**config.mk**
```make
export PLATFORM = sky130hd
export DESIGN_NAME = irn_mac
export DESIGN_NICKNAME = d
export VERILOG_FILES = /design/src/rtl/irn_pkg.sv /design/src/rtl/irn_mac.sv
export SDC_FILE = /design/constraint.sdc
export NUM_CORES = 1
export LEC_CHECK = 0
export ABC_AREA = 0
export CAP_MARGIN = 20
export CORE_AREA = 2 2 169 213
export CTS_CLUSTER_SIZE = 28
export DETAILED_ROUTE_END_ITERATION = 10
export DIE_AREA = 0 0 171 215
export DONT_BUFFER_PORTS = 1
export HOLD_SLACK_MARGIN = 0.06
export PLACE_DENSITY = 0.7
export SYNTH_ARGS = -nofsm -noshare
export SYNTH_HDL_FRONTEND = slang
export SYNTH_SLANG_ARGS = --single-unit
```
**constraint.sdc**
```tcl
create_clock -name clk -period 16.4 [get_ports clk]
set_input_delay 0 -clock clk [delete_from_list [all_inputs] [get_ports clk]]
set_output_delay 0 -clock clk [all_outputs]
set_load 0.1 [all_outputs]
```
**src/rtl/irn_pkg.sv**
```systemverilog
// shared types, codes and defaults for the image rotate unit
package irn_pkg;

	localparam int DEF_MAX_WIDTH      = 256;
	localparam int DEF_MAX_HEIGHT     = 256;
	localparam int DEF_TRIG_FRAC_BITS = 14;

	localparam int CFG_DIM_W   = 9;
	localparam int CFG_TRIG_W  = 16;
	localparam int CFG_CTR_W   = 10;
	localparam int CFG_IDX_W   = 3;
	localparam int CFG_DATA_W  = 16;
	localparam int PIX_COORD_W = 9;
	localparam int COLOR_W     = 8;
	localparam int PIX_W       = 3 * COLOR_W;
	localparam int CMD_W       = 2;

	localparam logic [PIX_W-1:0] PIX_WHITE = {PIX_W{1'b1}};

	localparam logic [CFG_IDX_W-1:0] REG_FRAME_WIDTH  = 3'd0;
	localparam logic [CFG_IDX_W-1:0] REG_FRAME_HEIGHT = 3'd1;
	localparam logic [CFG_IDX_W-1:0] REG_COS          = 3'd2;
	localparam logic [CFG_IDX_W-1:0] REG_SIN          = 3'd3;
	localparam logic [CFG_IDX_W-1:0] REG_CENTER_X     = 3'd4;
	localparam logic [CFG_IDX_W-1:0] REG_CENTER_Y     = 3'd5;

	typedef enum logic [CMD_W-1:0] {
		CMD_WRITE  = 2'd0,
		CMD_READ   = 2'd1,
		CMD_ROTATE = 2'd2
	} cmd_t;

	typedef enum logic [3:0] {
		S_IDLE,
		S_RD,
		S_CPY_RD,
		S_CPY_WR,
		S_MAP_RD,
		S_MAP_WAIT,
		S_MAP_WR,
		S_FIN
	} state_t;

endpackage

```
**src/rtl/irn_mac.sv**
```systemverilog
// shared multiplier that maps one source offset through the rotation matrix
module irn_mac import irn_pkg::*; #(
	parameter int XW = 12,
	parameter int TRIG_FRAC_BITS = DEF_TRIG_FRAC_BITS
) (
	input  logic                                clk,
	input  logic                                arst_n,
	input  logic                                start,
	input  logic signed [XW-1:0]                x,
	input  logic signed [XW-1:0]                y,
	input  logic signed [CFG_TRIG_W-1:0]        cos_v,
	input  logic signed [CFG_TRIG_W-1:0]        sin_v,
	output logic                                done,
	output logic signed [XW+CFG_TRIG_W:0]       dx,
	output logic signed [XW+CFG_TRIG_W:0]       dy
);
	localparam int PW = XW + CFG_TRIG_W;
	localparam int AW = PW + 1;
	localparam logic [AW-1:0] HALF = {{(AW-1){1'b0}}, 1'b1} << (TRIG_FRAC_BITS - 1);

	localparam logic [2:0] STEP_XC  = 3'd0;
	localparam logic [2:0] STEP_YS  = 3'd1;
	localparam logic [2:0] STEP_YC  = 3'd2;
	localparam logic [2:0] STEP_XS  = 3'd3;
	localparam logic [2:0] STEP_ACC = 3'd4;
	localparam logic [2:0] STEP_RND = 3'd5;

	logic                 busy_q;
	logic                 done_q;
	logic [2:0]           step_q;
	logic signed [XW-1:0] x_q;
	logic signed [XW-1:0] y_q;
	logic signed [PW-1:0] p_q;
	logic signed [AW-1:0] accx_q;
	logic signed [AW-1:0] accy_q;
	logic signed [AW-1:0] dx_q;
	logic signed [AW-1:0] dy_q;

	logic signed [XW-1:0]         mul_a;
	logic signed [CFG_TRIG_W-1:0] mul_b;
	logic signed [PW-1:0]         prod;
	logic signed [AW-1:0]         p_ext;

	// divide by 2^F, half away from zero
	function automatic logic signed [AW-1:0] rnd(input logic signed [AW-1:0] v);
		logic [AW-1:0] mag;
		logic [AW-1:0] q;
		mag = v[AW-1] ? AW'(-v) : AW'(v);
		q   = (mag + HALF) >> TRIG_FRAC_BITS;
		rnd = v[AW-1] ? signed'(AW'(-q)) : signed'(q);
	endfunction

	always_comb begin
		mul_a = (step_q == STEP_XC || step_q == STEP_XS) ? x_q : y_q;
		mul_b = (step_q == STEP_XC || step_q == STEP_YC) ? cos_v : sin_v;
		prod  = PW'(mul_a * mul_b);
		p_ext = {p_q[PW-1], p_q};
	end

	always_ff @(posedge clk or negedge arst_n) begin
		if (!arst_n) begin
			busy_q <= 1'b0;
			done_q <= 1'b0;
			step_q <= STEP_XC;
		end else if (start) begin
			busy_q <= 1'b1;
			done_q <= 1'b0;
			step_q <= STEP_XC;
		end else if (busy_q) begin
			step_q <= step_q + 3'd1;
			if (step_q == STEP_RND) begin
				busy_q <= 1'b0;
				done_q <= 1'b1;
			end
		end else begin
			done_q <= 1'b0;
		end
	end

	always_ff @(posedge clk) begin
		if (start) begin
			x_q <= x;
			y_q <= y;
		end else if (busy_q) begin
			p_q <= prod;
			case (step_q)
				STEP_YS:  accx_q <= p_ext;
				STEP_YC:  accx_q <= accx_q + p_ext;
				STEP_XS:  accy_q <= p_ext;
				STEP_ACC: accy_q <= accy_q - p_ext;
				STEP_RND: begin
					dx_q <= rnd(accx_q);
					dy_q <= rnd(accy_q);
				end
				default: ;
			endcase
		end
	end

	assign done = done_q;
	assign dx   = dx_q;
	assign dy   = dy_q;
endmodule

```
==> impl_results.md <==
* Status: finished, final reports clean
* Post-synthesis cell count at 2,051
* Post-synth EDFFs at 164
* RD Place Congestion at 0.973
* TritonCTS Buffers at 17
* WHS at 174 ps
* Ys async rst share at 2.96%
* DPL Wire Length at 33.7 mm
* Crit Path Class: register to register
* Post-synth top flop: edfxtp_1
* Max frequency at 128 MHz
* Post-synth cell types at 83
* CP Launch Type: register
* CTS tree: yes
* Drt pass-1 iters at 5
* Core ar. at 34,900 um2
* Tmin final at 7800 ps
* Grt met1 use at 28.2%
* Num rows at 77
* Via count at 14,489
* M3 GR Usage at 4.25%
* Seq/Total Area, Yosys at 26.7%
* Remaining DRCs at 0
* Starting density of the core at 54.3%
* CTS Hold Buffers Added at 31
* First DRT Iteration DRCs at 896
* Setup Fix Bufs, Post-CTS at 0
* Critical Path Sink Type: register
* Maximum capacitance violations at 0
* Initial antenna violation count at 0
* Worst slew pin tran at 1030 ps
* Clk_lat worst skew at 450 ps
* Worst path max stage delay at 880 ps
* Grt met2 use at 42.5%
* Global-route wire length before repair at 71.5 mm
* Clock root buffer: clkbuf_16
* Area of the die at 36,800 um2
* Clock skew at 13.8 ps
* Cell Area, Synth at 18,900 um2
* Pin count of the biggest net entering global routing at 60
* Most used routing layer: met2
* CTS sink count at 169
* Die Ht at 215 um
* Period utilization at 47.6%
* Total gr overflow at 0
* Slowest cell on crit path: mux2i_1
* Clock slew at reported path FFs at 70 ps
* Routed Antenna Nets at 0
* H-tree levels at 4
* Yosys Warn Count at 0
* Clock buffer depth at 2
* FF+latch count, synth at 169
* Mean Syn Cell Area at 9.23 um2
* Die Wd at 171 um
* Final #Nets at 2,408
* Overall global routing resource usage at 24.2%
* HP Class: input port to register
* Worst path most repeated cell: fa_1
* Filler instances at 3,035
* Routed Wire Length at 42.7 mm
* Io pins at 118
* Inserted Diodes at 0
* Worst-path cell chain: inv_1, ha_1, a21oi_2, buf_4, mux2i_1, nor2_1, fa_1, ha_1, fa_1, inv_1, fa_1, fa_1, inv_1, ha_1, nor2b_1, o21ai_0, a21boi_0, o21ai_0, a2111oi_0, o2111a_1, or3_1, a31o_2, a21oi_1, xnor2_1
* Max Slew Vio Count at 0
* Vias in the first global route at 14,731
* CP required at 16,580 ps
* Slew headroom at 29.5%
* Syn nets at 2,414
* Synth-to-layout area growth at 7.52%
* DR WL/cell at 16.9 um
* Cts repair resizes at 0
* Vias/cell at 5.72
* RSZ-0062 raised after global routing: no
* Worst-path fanout max at 18
* Final setup fails at 0
* Proportion of layout cells with a drive suffix above 1 at 5.93%
* Critical path arrival at 7980 ps
* I/O Buffers at 0
* Sum Neg Setup Slack at 0 ps
* Count of final hold-check violations at 0
## cell usage after synthesis, types with 6 or more instances
cell type / n / area (um2)
fa_1: 180 / 3600
a21o_1: 27 / 203
clkbuf_1: 60 / 225
or2_2: 10 / 62.6
a31oi_1: 12 / 75.1
nand3_1: 41 / 205
o211ai_1: 6 / 45.0
nand2_1: 251 / 942
mux2_2: 30 / 338
o21bai_1: 8 / 60.1
o31ai_1: 19 / 143
and2_1: 11 / 68.8
a41oi_1: 7 / 61.3
o41ai_1: 8 / 70.1
buf_1: 7 / 26.3
mux2i_1: 32 / 320
nor3_1: 41 / 205
xnor2_1: 91 / 797
xor2_1: 43 / 377
edfxtp_1: 164 / 4920
nor3b_1: 6 / 45.0
o21a_1: 14 / 105
nand2b_1: 24 / 150
ha_1: 124 / 1550
or4_1: 6 / 45.0
nor2b_1: 19 / 119
a21boi_0: 10 / 75.1
nand4_1: 20 / 125
or3_1: 16 / 100
and3_1: 8 / 50.1
nor4_1: 8 / 50.1
nor2_1: 150 / 563
a21oi_1: 94 / 470
inv_1: 295 / 1110
a211oi_1: 15 / 113
o21ai_0: 99 / 495
## logic make-up (layout without fill, tap and decap cells)
kind of cell	count (synthesis)	after routing	synth area share, %
AND/OR/NAND/NOR	634	634	15.8
AO/OA/AOI/OAI	371	371	12.6
adder cells (fa/ha/maj)	305	305	27.3
XOR/XNOR	137	137	6.50
flip-flops	169	169	26.7
buffers and inverters	372	379	7.55
multiplexers	63	63	3.60
## final cells by class
cell class | count | area [um2] | share of cell area [%]
sequential | 169 | 5050 | 24.8
clock buffer | 19 | 433 | 2.13
multi-input combinational | 1510 | 12500 | 61.3
clock inverter | 13 | 136 | 0.670
inverter | 297 | 1110 | 5.48
timing repair buffer | 50 | 543 | 2.67
tap | 474 | 593 | 2.91
## state kept, by name (all words and copies together) (netlist names)
name and count:
dy 27, accx_q 29, busy_q 1, y_q 12, step_q 3, x_q 12, accy_q 29, p_q 28
done 1, dx 27
## path summary, 6_finish.rpt
kind	cells past startpoint	to	from	slack, ps
worst min-delay path	3	p_q[1]	cos_v[1]	170
worst min register to register	2	accx_q[20]	p_q[20]	600
worst max-delay path	24	p_q[27]	step_q[2]	8600
min in group asynchronous	2	done	arst_n	390
max in group asynchronous	2	step_q[1]	arst_n	15810
worst max register to register	24	p_q[27]	step_q[2]	8600
## per-stage QoR
| step | std cells | instance area (um2) | setup slack (ps) | util (%) |
|---|---|---|---|---|
| finish | 2532 | 20300 | 8600 | 58.3 |
| global route | 2532 | 20300 | 8190 | 58.3 |
| CTS | 2532 | 20300 | 8710 | 58.3 |
| detailed placement | 2469 | 19500 | 8740 | 55.8 |
| global placement | 2469 | 19500 | 8880 | 55.8 |
| floorplan | 2051 | 18900 | 9010 | - |
## routing by layer
| metal | up-vias | wire (um) |
|---|---|---|
| met4 | 0 | 2190 |
| met5 | - | 0 |
| met2 | 514 | 21200 |
| li1 | 6911 | - |
| met1 | 6949 | 17000 |
| met3 | 115 | 2400 |
## layout by cell type (no fill, tap or decap), types with 15 or more instances in the layout
cell type,n
ha_1,124
xor2_1,43
a21o_1,27
nand4_1,20
dlygate4sd3_1,30
mux2_2,30
a21oi_1,92
a211oi_1,15
inv_1,295
o31ai_1,19
fa_1,180
nor3_1,40
nor2b_1,19
xnor2_1,91
nand2b_1,24
nor2_1,149
mux2i_1,32
clkbuf_16,17
edfxtp_1,164
nand2_1,251
o21ai_0,98
buf_4,15
nand3_1,41
or3_1,16
## critical path, delay by kind of cell, from the launching register on
kind            cells  cell delay, ps
mux                 1             880
flops               1             490
fa+ha+maj           7            2900
compound gates      8            1890
xor+xnor            1              90
buf+inv             4             570
simple gates        3             690
Power is not shown: default switching activity piles up to over one toggle a cycle in this logic, so the estimate is an artifact.
